--- src/u2u8_pkg.sv ---
// shared types and constants for the utf-16 to utf-8 transcoder
package u2u8_pkg;

  localparam int unsigned UnitW  = 16;
  localparam int unsigned ByteW  = 8;
  localparam int unsigned MaxLen = 4;
  localparam int unsigned IdxW   = 2;
  localparam int unsigned CntW   = 3;
  localparam int unsigned HalfW  = 10;

  localparam logic [ByteW-1:0] LeadTwo   = 8'hC0;
  localparam logic [ByteW-1:0] LeadThree = 8'hE0;
  localparam logic [ByteW-1:0] LeadFour  = 8'hF0;
  localparam logic [ByteW-1:0] ContMark  = 8'h80;
  localparam logic [5:0]       HighSurrTag = 6'b110110;

  // encoded sequence for one item, lead byte in slot 0
  typedef struct packed {
    logic [MaxLen-1:0][ByteW-1:0] seq;
    logic [CntW-1:0]              count;
  } enc_t;

endpackage

--- src/u2u8_enc.sv ---
// code unit encoder with surrogate pairing state
module u2u8_enc import u2u8_pkg::*; (
  input  logic             clk_i,
  input  logic             rst_ni,
  input  logic             accept_i,
  input  logic [UnitW-1:0] code_unit_i,
  output enc_t             enc_o
);

  logic             pending_q, pending_d;
  logic [HalfW-1:0] high_q, high_d;
  logic [20:0]      cp;
  logic             is_high;

  assign cp      = {1'b0, high_q, code_unit_i[HalfW-1:0]} + 21'h10000;
  assign is_high = (code_unit_i[15:10] == HighSurrTag);

  always_comb begin
    enc_o     = '0;
    pending_d = pending_q;
    high_d    = high_q;
    if (pending_q) begin
      enc_o.seq[0] = LeadFour | {5'd0, cp[20:18]};
      enc_o.seq[1] = ContMark | {2'd0, cp[17:12]};
      enc_o.seq[2] = ContMark | {2'd0, cp[11:6]};
      enc_o.seq[3] = ContMark | {2'd0, cp[5:0]};
      enc_o.count  = CntW'(4);
      pending_d    = 1'b0;
      high_d       = '0;
    end else if (code_unit_i[15:7] == '0) begin
      enc_o.seq[0] = code_unit_i[7:0];
      enc_o.count  = CntW'(1);
    end else if (code_unit_i[15:11] == '0) begin
      enc_o.seq[0] = LeadTwo | {3'd0, code_unit_i[10:6]};
      enc_o.seq[1] = ContMark | {2'd0, code_unit_i[5:0]};
      enc_o.count  = CntW'(2);
    end else if (is_high) begin
      // held until the low half arrives, nothing emitted
      pending_d = 1'b1;
      high_d    = code_unit_i[HalfW-1:0];
    end else begin
      enc_o.seq[0] = LeadThree | {4'd0, code_unit_i[15:12]};
      enc_o.seq[1] = ContMark | {2'd0, code_unit_i[11:6]};
      enc_o.seq[2] = ContMark | {2'd0, code_unit_i[5:0]};
      enc_o.count  = CntW'(3);
    end
  end

  always_ff @(posedge clk_i or negedge rst_ni) begin
    if (!rst_ni) begin
      pending_q <= 1'b0;
      high_q    <= '0;
    end else if (accept_i) begin
      pending_q <= pending_d;
      high_q    <= high_d;
    end
  end

endmodule

--- src/u2u8_ser.sv ---
// result register and byte serialiser
module u2u8_ser import u2u8_pkg::*; (
  input  logic             clk_i,
  input  logic             rst_ni,
  input  logic             load_i,
  input  enc_t             enc_i,
  output logic             free_o,
  output logic             out_valid_o,
  input  logic             out_stall_i,
  output logic [ByteW-1:0] out_byte_o,
  output logic             last_byte_o
);

  logic [MaxLen-1:0][ByteW-1:0] seq_q;
  logic                         full_q;
  logic [IdxW-1:0]              idx_q, last_q;
  logic                         pop, at_last;

  assign at_last     = (idx_q == last_q);
  assign pop         = full_q && !out_stall_i;
  assign free_o      = !full_q || (pop && at_last);
  assign out_valid_o = full_q;
  assign out_byte_o  = seq_q[idx_q];
  assign last_byte_o = at_last;

  always_ff @(posedge clk_i) begin
    if (load_i && enc_i.count != '0) begin
      seq_q <= enc_i.seq;
    end
  end

  always_ff @(posedge clk_i or negedge rst_ni) begin
    if (!rst_ni) begin
      full_q <= 1'b0;
      idx_q  <= '0;
      last_q <= '0;
    end else if (load_i && enc_i.count != '0) begin
      full_q <= 1'b1;
      idx_q  <= '0;
      last_q <= IdxW'(enc_i.count - CntW'(1));
    end else if (pop) begin
      if (at_last) begin
        full_q <= 1'b0;
      end else begin
        idx_q <= idx_q + IdxW'(1);
      end
    end
  end

  a_idx_in_range: assert property (@(posedge clk_i) disable iff (!rst_ni)
    full_q |-> idx_q <= last_q) else $error("byte index past end of sequence");

  a_step: assert property (@(posedge clk_i) disable iff (!rst_ni)
    (pop && !at_last) |=> full_q && idx_q == $past(idx_q) + IdxW'(1))
    else $error("serialiser did not advance by one byte");

  a_hold: assert property (@(posedge clk_i) disable iff (!rst_ni)
    (full_q && out_stall_i) |=> full_q && $stable(idx_q) && $stable(last_q))
    else $error("stalled sequence moved");

  a_load_free: assert property (@(posedge clk_i) disable iff (!rst_ni)
    load_i |-> free_o) else $error("item loaded while sequence still draining");

endmodule

--- src/utf16_to_utf8_transcoder.sv ---
// top level of the utf-16 to utf-8 transcoder
// Takes one UTF-16 code unit per item and delivers its UTF-8 bytes one per
// output item, lead byte first, with last_byte_o high on the final byte of
// each code point. A high surrogate produces no output and is paired with
// the next unit, of which only the low ten bits are used; a lone low
// surrogate is encoded as an ordinary three-byte unit. Encoding is done in
// the same cycle the unit is accepted and the bytes go into a result
// register that drains through the single byte-wide output port, so a unit
// holds the output until each of its bytes is taken: one item per cycle for
// ascii text and high surrogates if unstalled, one item per byte for longer
// sequences. A new unit is accepted in the cycle the final byte of the
// previous sequence is taken, so there is no bubble between sequences.
// No configuration, no start-up pass after reset.
module utf16_to_utf8_transcoder import u2u8_pkg::*; (
  input  logic             clk_i,
  input  logic             rst_ni,
  // input channel
  input  logic             in_valid_i,
  output logic             in_stall_o,
  input  logic [UnitW-1:0] code_unit_i,
  // output channel
  output logic             out_valid_o,
  input  logic             out_stall_i,
  output logic [ByteW-1:0] out_byte_o,
  output logic             last_byte_o
);

  logic accept;
  logic free;
  enc_t enc;

  // take an item only when the result register is empty or emptying now
  assign in_stall_o = !free;
  assign accept     = in_valid_i && free;

  // encoder: surrogate pairing state plus byte layout
  u2u8_enc u_enc (
    .clk_i       (clk_i),
    .rst_ni      (rst_ni),
    .accept_i    (accept),
    .code_unit_i (code_unit_i),
    .enc_o       (enc)
  );

  // result register, one byte per output item
  u2u8_ser u_ser (
    .clk_i       (clk_i),
    .rst_ni      (rst_ni),
    .load_i      (accept),
    .enc_i       (enc),
    .free_o      (free),
    .out_valid_o (out_valid_o),
    .out_stall_i (out_stall_i),
    .out_byte_o  (out_byte_o),
    .last_byte_o (last_byte_o)
  );

endmodule

--- config.mk ---
export PLATFORM = sky130hd
export DESIGN_NAME = utf16_to_utf8_transcoder
export DESIGN_NICKNAME = d
export VERILOG_FILES = /design/src/u2u8_pkg.sv /design/src/u2u8_enc.sv /design/src/u2u8_ser.sv /design/src/utf16_to_utf8_transcoder.sv
export SDC_FILE = /design/constraint.sdc
export NUM_CORES = 1
export LEC_CHECK = 0
export BUFFER_PORTS_ARGS = -buffer_cell sky130_fd_sc_hd__buf_2
export CAP_MARGIN = 10
export CORE_MARGIN = 2
export CORE_UTILIZATION = 50
export CTS_CLUSTER_DIAMETER = 120
export CTS_CLUSTER_SIZE = 25
export DETAILED_ROUTE_END_ITERATION = 12
export PLACE_DENSITY_LB_ADDON = 0.2
export SYNTH_ARGS = -nofsm -noshare
export SYNTH_HDL_FRONTEND = slang
export SYNTH_SLANG_ARGS = --single-unit
--- constraint.sdc ---
create_clock -name clk_i -period 5 [get_ports clk_i]
set_clock_uncertainty 0.15 [all_clocks]
set_input_delay 0.5 -clock clk_i [delete_from_list [all_inputs] [get_ports clk_i]]
set_output_delay 0.5 -clock clk_i [all_outputs]
set_load 0.1 [all_outputs]
Yosys cells after proc, flatten, opt, wreduce, memory -nomap -nowiden --
Index checks and enable logic that the tools add are counted.
Cells by class: equality and inequality tests 5, add/sub/neg operators 3, reductions and logical operators 18, $lt $le $gt $ge 1, muxes and demuxes 23
Operators by type and width (number):
- two-way mux 10 bit | 4
- two-way mux 27 bit | 1
- two-way mux 25 bit | 1
- two-way mux 8 bit | 3
- adder 20 x 17 -> 21 bit (second input constant) | 1
- two-way mux 19 bit | 1
- binary-select mux 8 bit (select 2 bit) | 1
- two-way mux 16 bit | 1
- two-way mux 11 bit | 1
- zero test 9 bit | 1
- two-way mux 1 bit | 7
- == test 6 bit (second input constant) | 1
- two-way mux 2 bit | 3
- nonzero test 2 bit | 3
- zero test 5 bit | 1
- logical AND 1 bit | 4
- != test 2 x 1 -> 1 bit (second input constant) | 2
- AND reduction 2 bit | 2
- AND reduction 4 bit | 1
- zero test 1 bit | 3
- < comparator 2 x 3 -> 1 bit (second input constant) | 1
- nonzero test 3 bit | 1
- OR reduction 3 bit | 1
- adder 2 x 1 -> 2 bit (second input constant) | 1
- other kinds (4) | 4
Word-level totals: flip-flop bits (word level) 48, word-level logic and storage cells 65, bits of input ports 20, output and inout port bits 11

Depth between registers and ports, before layout --
Gate-level depths: netlist (run 1).
depth after elaboration 9, mapped depth 9, gate-level depth less buffers 8

Cells and area by module --
Synthesis (run 1) repeated with hierarchy kept, for this count alone.
Unflattened totals: cells, all modules 189, area, all modules 2484.9 um2
By module, submodules not included:
- u2u8_ser | instances 1, seq. area each 1086.0 um2, area each 1468.9 um2, cells an instance 72
- u2u8_enc | instances 1, seq. area each 275.3 um2, area each 1006.0 um2, cells an instance 115
- utf16_to_utf8_transcoder | instances 1, seq. area each 0.0 um2, area each 10.0 um2, cells an instance 2

Least setup slack after synthesis (run 1) --
Ideal clock, no wire load.
path kind register to output, from register u_ser.idx_q[0], to output out_byte_o[6], path buffers 1, required time 4350 ps, path slack 1559 ps, cell stages (with the launch flop) 3, arrival time 2791 ps, path through dfrtp_1 buf_2 nor3b_1
On the way: longest elaborated chain between the ends 2
RTL lines:
- start: declaration | RTL line u2u8_ser.sv:16 | logic [IdxW-1:0] idx_q, last_q;
- start signal: assignment | RTL line u2u8_ser.sv:45 | idx_q <= idx_q + IdxW'(1);
- binary-select mux 8 bit (select 2 bit) | RTL line u2u8_ser.sv:23 | assign out_byte_o = seq_q[idx_q];
- two-way mux 8 bit (implied by the code) | RTL line u2u8_ser.sv:23
- end: declaration | RTL line utf16_to_utf8_transcoder.sv:24 | output logic [ByteW-1:0] out_byte_o,
Every way passes these cells. The select of a mux whose other input is x is not followed.

Final worst setup path (run 1) --
from input code_unit_i[7], to register u_ser.seq_q[3] in the netlist's numbering (enable)
On the way: longest elaborated chain between the ends 5
RTL lines:
- start: declaration | RTL line utf16_to_utf8_transcoder.sv:20 | input logic [UnitW-1:0] code_unit_i,
- zero test 9 bit | RTL line u2u8_enc.sv:30 | end else if (code_unit_i[15:7] == '0) begin
- two-way mux 11 bit | RTL line u2u8_enc.sv:30
- two-way mux 25 bit | RTL line u2u8_enc.sv:22 | if (pending_q) begin
- nonzero test 3 bit | RTL line u2u8_ser.sv:27 | if (load_i && enc_i.count != '0) begin
- logical AND 1 bit | RTL line u2u8_ser.sv:27
- end signal: assignment | RTL line u2u8_ser.sv:28 | seq_q <= enc_i.seq;
- end: declaration | RTL line u2u8_ser.sv:14 | logic [MaxLen-1:0][ByteW-1:0] seq_q;
Every way passes these cells. A chain may end at the register's enable or synchronous reset.

==> impl_metrics.ini, run 1 <==
[clock_network]
numCtsBuffers = 5
clkTransAtPathRegs_ns = 0.08
cts_tree = done
numClockSinks = 45
cts_root_buf = clkbuf_8
htreeDepth = 2
clk_latency_ns = 0.29
clk_path_buf_depth = 2

[worst_setup_path]
worstPathArrival_ns = 3.16
required_ns = 4.78
path_cells = buf_2 -> nor4_2 -> nand3_2 -> o21ai_0 -> nand2_1 -> ha_1 -> a21boi_0 -> and2_2
crit_type = in2reg
cp_top_family = simple AND/OR/NAND/NOR gates
timing.critical_path.slowest_stage_cell = and2_2
r2r_end = u_ser.seq_q[3]
crit_path_start_kind = input port
r2r_slack_ns = 1.78
r2r_cells = 5
cpPeakStageDelay_ns = 0.70
path_buf_inv = 1
r2r-start = u_enc.pending_q
cp_max_fo = 34
endpoint_kind = flip-flop

[sta]
setup_viol = 0
setup_tns_ns = 0
hold_ws_ns = 0.356
relSlewSlack_pct = 39.8
setup_ws_ns = 1.62
worst_pin_slew_ns = 0.903
max_clock_freq_mhz = 296
hold_viol = 0
rsz0062_at_grt = false
drv_slew = 0
period_share_pct = 67.5
period_needed_ns = 3.38

[yosys]
yosys_warnings = 0
synthTopCellsByArea = edfxtp_1, dfrtp_1, mux4_1, a22o_2, nand2_1
syn_avg_cell_area_um2 = 12.3
synth.most_common_cell = edfxtp_1
ys_seq_area_share_pct = 54.0
synth-seq-cells = 45
synthTopCellsByCount = edfxtp_1, nand2_1, dfrtp_1
ys_types = 43
yosys.area.top_type = edfxtp_1
async_flop_share_pct = 35.6
netlist_area_um2 = 2350
syn_inst = 191
netlist.area_leader.share_pct = 37.0
syn-num-nets = 213
synth_edf_count = 29
yosys_most_used_dff = edfxtp_1

[routing]
drt-initial-drc-count = 144
top_layer_used = met4
wl_per_cell_um = 19.1
via_count = 1751
finalWirelength_um = 5200
wl_met2_um = 2600
antenna_left = 0
m1WireLength_um = 2150
vias_per_cell = 6.44
wl_met3_um = 383
drc = 0
dr.pass1.iters = 5

[floorplanning]
die_w_um = 72.6
dieArea_um2 = 5270
io_pins = 31
die_h_um = 72.6
core_area_um2 = 4440
start_util_pct = 53.0
num_rows = 24

[cells_and_area]
diodes = 0
layout.nets = 241
fin_cells = 272
drive_gt1_share_pct = 25.5
final_core_util_pct = 58.6
area_growth_pct = 10.6

[hold_path]
min_to = u_enc.high_q[2]
hold_class = in2reg
hp-start = code_unit_i[2]
hold_depth = 2

[placement]
io_buffers = 30
place.gp.congestion = 0.964
dpl.hpwl_um = 3710
dp.cells = 263
pre_cts_ws_ns = 1.34

[grt]
first_global_vias = 1688
grt_max_degree = 35
antenna_found_initial = 0
grt_pass1_wl_um = 8280
grt.total_usage_pct = 21.0
gr-total-overflow = 0

[pwr]
combPwrFrac_pct = 46.7
p_leak_nw = 1.04
p_clk_share_pct = 14.5
powerDensity_nw_per_um2 = 560
p_int_uw = 744
switching_share_pct = 48.9
switchingPower_uw = 713
seqPwrFrac_pct = 38.8
max-vdd-ir-drop_mv = 0.244

[run]
cap_violations = 0

[status]
outcome = complete, no violations
## power groups by stage
stage | clock network (mW) | logic, mW | registers, mW
after floorplan | 0 | 0.591 | 0.554
after global placement | 0 | 0.669 | 0.568
after detailed placement | 0 | 0.681 | 0.576
after CTS | 0.216 | 0.683 | 0.568
after global routing | 0.232 | 0.710 | 0.576
final | 0.211 | 0.679 | 0.566
## registers in the layout (all words and copies together) (netlist names)
register	cells
u_enc.high_q	10
u_ser.idx_q	2
u_ser.out_valid_o	1
u_ser.last_q	2
u_ser.seq_q	29
u_enc.pending_q	1
## cells in the final DEF, fill, tap and decap left out, types with 6 or more instances in the layout
cell type | Yosys | routed
nand2_1 | 20 | 20
a21oi_1 | 7 | 7
buf_2 | 4 | 30
dfrtp_1 | 16 | 16
nor2_1 | 9 | 9
and2_1 | 6 | 6
mux4_1 | 7 | 7
a22o_2 | 10 | 10
nand3_1 | 11 | 11
edfxtp_1 | 29 | 29
o21ai_0 | 15 | 15
## cell families (layout without fill, tap and decap cells)
family | count (synthesis) | after routing | synth area share (%)
mux | 7 | 7 | 7.82
compound gates | 51 | 51 | 15.6
simple gates | 66 | 66 | 15.4
fa+ha+maj | 2 | 2 | 1.06
flops | 45 | 45 | 54.0
xor+xnor | 6 | 6 | 3.03
buf+inv | 14 | 43 | 3.08
## worst max path at each step
stage | from | to | cells after the start | slack (ns)
3_5_place_dp | code_unit_i[7] | u_ser.seq_q[27] | 8 | 1.34
5_1_grt | code_unit_i[7] | u_ser.seq_q[19] | 8 | 1.35
6_report | code_unit_i[7] | u_ser.seq_q[3] | 8 | 1.62
3_3_place_gp | code_unit_i[7] | u_ser.seq_q[10] | 8 | 1.69
4_1_cts | code_unit_i[7] | u_ser.seq_q[6] | 8 | 1.63
2_1_floorplan | u_ser.idx_q[0] | out_byte_o[6] | 2 | 1.56
## what timing repair did
action | in CTS | in global routing
gates resized for setup | 0 | 0
buffers inserted | 0 | 0
hold buffers | 1 | 0
hold endpoints to repair | 16 | 0
endpoints found under the setup margin | 0 | 0
## area by class of cell
type	instances	area, um^2
Clock buffer	7	76.3
Sequential cell	45	1270
Multi-Input combinational cell	132	1010
Inverter	4	15.0
Tap cell	52	65.1
Fill cell	393	1840
Clock inverter	1	5.00
Timing Repair Buffer	31	160
## metal layers
layer / track usage [%] / vias to the layer above
met5: 0 / -
met4: 5.56 / 0
met3: 4.70 / 13
met2: 34.5 / 91
met1: 28.4 / 849
li1: - / 798
## per-stage QoR
| step | total power, mW | area, um^2 |
|---|---|---|
| 5_1_grt | 1.52 | 2600 |
| 2_1_floorplan | 1.15 | 2350 |
| 4_1_cts | 1.47 | 2600 |
| 3_5_place_dp | 1.26 | 2510 |
| 3_3_place_gp | 1.24 | 2510 |
| 6_report | 1.46 | 2600 |
Power figures use the tool's default switching activity.
==> run 2: changes to the inputs <==
Clock period 5 ns to 2.84 ns, I/O delays scaled along.
==> impl_metrics.ini, run 2 (synthesis results as in run 1) <==
[placement]
dp.cells = 268
place.gp.congestion = 0.905
dpl.hpwl_um = 3560
io_buffers = 30

[sta]
drv_slew = 0
max_clock_freq_mhz = 402
hold_ws_ns = 0.126
rsz0062_at_grt = false
setup_viol = 0
setup_tns_ns = 0
period_needed_ns = 2.49
worst_pin_slew_ns = 0.538
relSlewSlack_pct = 64.1
period_share_pct = 87.6
hold_viol = 0

[worst_setup_path]
worstPathArrival_ns = 2.05
crit_type = reg2out
startpoint = u_ser.idx_q[0]
crit_path_start_kind = flip-flop
timing.critical_path.slowest_stage_cell = dfrtp_1
r2r-start = u_enc.pending_q
r2r_end = u_ser.seq_q[27]
r2r_slack_ns = 0.60
crit_end = in_stall_o
required_ns = 2.41
path_cells = xor2_1 -> o31ai_4 -> inv_1 -> buf_2
endpoint_kind = output port
cp_max_fo = 11
r2r_cells = 6
cpPeakStageDelay_ns = 0.67

[pwr]
p_clk_share_pct = 14.7
p_int_mw = 1.33
p_leak_nw = 1.07
max-vdd-ir-drop_mv = 0.504
switchingPower_mw = 1.27
switching_share_pct = 48.9
powerDensity_nw_per_um2 = 975
combPwrFrac_pct = 47.4
seqPwrFrac_pct = 37.9

[routing]
drt-initial-drc-count = 155
drc = 0
antenna_left = 0
via_count = 1697
wl_per_cell_um = 17.8
dr.pass1.iters = 4
vias_per_cell = 6.13
finalWirelength_um = 4940

[clock_network]
cts_tree = done
clk_latency_ns = 0.30
numClockSinks = 45
htreeDepth = 2
numCtsBuffers = 5
clk_path_buf_depth = 2
cts_resized = 0
cts_root_buf = clkbuf_8
clkTransAtPathRegs_ns = 0.09

[grt]
gr-total-overflow = 0
grt_pass1_wl_um = 8070
antenna_found_initial = 0
grt.total_usage_pct = 20.4
first_global_vias = 1649
grt_max_degree = 35

[floorplanning]
io_pins = 31
core_area_um2 = 4440
num_rows = 24
dieArea_um2 = 5270
die_h_um = 72.6
start_util_pct = 53.0
die_w_um = 72.6

[cells_and_area]
mostFrequentLayoutCells = buf_2, edfxtp_1, nand2_1, dfrtp_1, o21ai_0
drive_gt1_share_pct = 28.0
fillers = 375
fin_cells = 277
diodes = 0
largest_reg_flops = 29
regMostFlops = u_ser.seq_q
top_regs = u_ser.seq_q: 29 flops, u_enc.high_q: 10 flops
area_growth_pct = 13.1
layout.nets = 246
final_common_cell = buf_2

[status]
outcome = complete, no violations

[hold_path]
hold_class = in2reg

[run]
cap_violations = 0
run 2: per-stage QoR:
stage | setup slack, ns | cell area (um^2) | util [%] | total power, mW
final | 0.351 | 2660 | 59.9 | 2.59
after global routing | 0.238 | 2660 | 59.9 | 2.71
after CTS | 0.327 | 2660 | 59.9 | 2.61
after detailed placement | 0.128 | 2570 | 57.7 | 2.23
after global placement | 0.288 | 2570 | 57.7 | 2.21
after floorplan | 0.0813 | 2360 | - | 2.02
run 2: power by group through the flow:
stage                     clock [mW]  combinational (mW)  sequential (mW)
after global placement             0                1.21            0.992
final                          0.382                1.23            0.983
after floorplan                    0                1.05            0.975
after CTS                      0.389                1.24            0.987
after global routing           0.417                1.29             1.00
after detailed placement           0                1.23             1.00
run 2: worst min path at each step:
stage / startpoint / endpoint / slack [ns] / cells after the start
floorplan: rst_ni / u_enc.high_q[0] / -0.16 / 0
global placement: rst_ni / u_enc.pending_q / 0.06 / 1
detailed placement: rst_ni / u_enc.pending_q / 0.07 / 1
CTS: code_unit_i[2] / u_enc.high_q[2] / 0.12 / 2
global route: code_unit_i[2] / u_enc.high_q[2] / 0.12 / 2
finish: code_unit_i[2] / u_enc.high_q[2] / 0.13 / 2
run 2: routing by layer:
layer	vias to the layer above	share of wire [%]	global-route usage (%)
met2	66	47	31.5
met1	815	43	28.0
met3	10	7.9	6.22
met4	0	1.7	6.17
li1	806	-	-
met5	-	0	0
run 2: area by class of cell:
class	instances	area, um^2	area share, %
clock buffers	5	68.8	2.58
repair buffers	36	210	7.89
flip-flops and latches	45	1270	47.7
inverters	4	15.0	0.564
multi-input cells	132	1010	38.1
clock inverters	3	17.5	0.658
well taps	52	65.1	2.44
run 2: timing repair:
item,CTS,global route
endpoints found under the setup margin,0,0
hold endpoints to repair,16,0
buffers inserted,0,0
hold buffers,1,0
run 2: worst max-delay path: cells and delay by family, from the launching register on:
family          cells  cell delay, ns
compound gates      1            0.14
xor+xnor            1            0.42
buf+inv             2            0.51
flops               1            0.67
==> run 3: changes to the inputs <==
Settings changed: SYNTH_HIERARCHICAL from default to 1.
==> impl_metrics.ini, run 3 <==
[sta]
hold_viol = 0
period_needed_ns = 2.41
setup_tns_ns = 0
period_share_pct = 84.9
rsz0062_at_grt = false
worst_pin_slew_ns = 0.573
relSlewSlack_pct = 61.6
setup_viol = 0
max_clock_freq_mhz = 415
drv_slew = 0
hold_ws_ns = 0.127
setup_ws_ns = 0.428

[placement]
dpl.hpwl_um = 3780
io_buffers = 30
pre_cts_ws_ns = 0.243
dp.cells = 283
placed_cell_area_um2 = 2720
place.gp.congestion = 0.937

[worst_setup_path]
cp_top_family = flip-flops
path_buf_inv = 2
worstPathArrival_ns = 2.50
required_ns = 2.92
crit_type = reg2reg
path_cells = xor2_1 -> o31ai_1 -> and2_1 -> inv_1 -> nor3_1 -> buf_4 -> a22o_1
endpoint_kind = flip-flop
cpPeakStageDelay_ns = 0.64
r2r_slack_ns = 0.43
timing.critical_path.slowest_stage_cell = dfrtp_1
crit_path_start_kind = flip-flop
cp_max_fo = 11

[hold_path]
hold_class = in2reg

[pwr]
max-vdd-ir-drop_mv = 0.529
power.total_mw = 2.68
p_leak_nw = 1.18
powerDensity_nw_per_um2 = 944

[clock_network]
clk_path_buf_depth = 2
htreeDepth = 2
numCtsBuffers = 5
numClockSinks = 48
cts_tree = done
cts_root_buf = clkbuf_8
clk_latency_ns = 0.29
clkTransAtPathRegs_ns = 0.08
cts_setup_buffers = 0
cts_resized = 0
cts_hold_buf = 1

[routing]
drc = 0
finalWirelength_um = 5170
antenna_left = 0
via_count = 1715
dr.pass1.iters = 4
vias_per_cell = 5.87
wl_per_cell_um = 17.7
drt-initial-drc-count = 161

[cells_and_area]
largest_reg_flops = 32
top_regs = u_ser/seq_q: 32 flops, u_enc/high_q: 10 flops
final_common_cell = edfxtp_1
fin_cells = 292
regMostFlops = u_ser/seq_q
area_growth_pct = 14.1
final_area_um2 = 2840
final_core_util_pct = 59.6
fillers = 406
layout.nets = 246
diodes = 0
mostFrequentLayoutCells = edfxtp_1, buf_2, a22o_1, dfrtp_1, o21ai_0
drive_gt1_share_pct = 24.4

[yosys]
syn_avg_cell_area_um2 = 13.1
synth.most_common_cell = edfxtp_1
synth_edf_count = 32
synth-seq-cells = 48
yosys_most_used_dff = edfxtp_1
netlist_area_um2 = 2480
ys_types = 47
yosys.area.top_type = edfxtp_1
netlist.area_leader.share_pct = 38.7
async_flop_share_pct = 33.3
yosys_warnings = 6
synthTopCellsByArea = edfxtp_1, dfrtp_1, mux4_1, a22o_1, o21ai_0
synthTopCellsByCount = edfxtp_1, a22o_1, dfrtp_1
ys_seq_area_share_pct = 54.8
syn_inst = 189

[grt]
grt.total_usage_pct = 20.7
first_global_vias = 1683
antenna_found_initial = 0
gr-total-overflow = 0
grt_pass1_wl_um = 8350
grt_max_degree = 33

[floorplanning]
dieArea_um2 = 5550
core_area_um2 = 4750
io_pins = 31
die_w_um = 74.5
start_util_pct = 52.3
die_h_um = 74.5
num_rows = 25

[run]
cap_violations = 0

[status]
outcome = complete, no violations
run 3: cell types whose count changed after synthesis, moves of 3 or more:
cell      delta
inv_1        +3
nand2_1     -12
mux2i_1      +3
o21bai_1     +3
a21o_1       +5
nand3_1      -8
buf_4        +5
a22o_2      -10
edfxtp_1     +3
a21oi_1      -4
a22o_1      +16
run 3: final cells by class:
class                      instances  area (um^2)  share of cell area [%]
inverter                           7         26.3                   0.927
clock buffer                       6         72.6                    2.56
timing repair buffer              40          240                    8.47
clock inverter                     2         35.0                    1.24
multi-input combinational        122         1020                    35.8
sequential                        48         1360                    48.0
tap                               67         83.8                    2.96
run 3: metal layers:
| layer | wire, um | track usage [%] | up-vias |
|---|---|---|---|
| met5 | 0 | 0 | - |
| met2 | 2480 | 32.0 | 65 |
| met3 | 324 | 4.88 | 5 |
| li1 | - | - | 802 |
| met1 | 2310 | 29.2 | 843 |
| met4 | 53 | 6.94 | 0 |
run 3: kinds of logic after synthesis:
logic type | Yosys count | share of synthesized area [%]
compound gates | 55 | 15.9
flops | 48 | 54.8
simple gates | 47 | 12.4
buf+inv | 21 | 4.63
mux | 11 | 9.67
xor+xnor | 4 | 1.41
fa+ha+maj | 2 | 1.01
other cells | 1 | 0.151
run 3: power by group:
part,switching (mW),internal (mW)
clock network,0.211,0.261
registers,0.0741,0.934
logic,0.914,0.283
total,1.20,1.48
run 3: final timing paths:
path | startpoint | to | cells after the start
max in group asynchronous | rst_ni | u_enc/high_q[3] | 2
hold / removal | code_unit_i[3] | u_enc/high_q[3] | 2
min in group asynchronous | rst_ni | u_enc/high_q[5] | 2
hold reg to reg | u_enc/high_q[0] | u_enc/high_q[0] | 1
setup / recovery | u_ser/idx_q[1] | u_enc/high_q[4] | 7
setup reg to reg | u_ser/idx_q[1] | u_enc/high_q[4] | 7
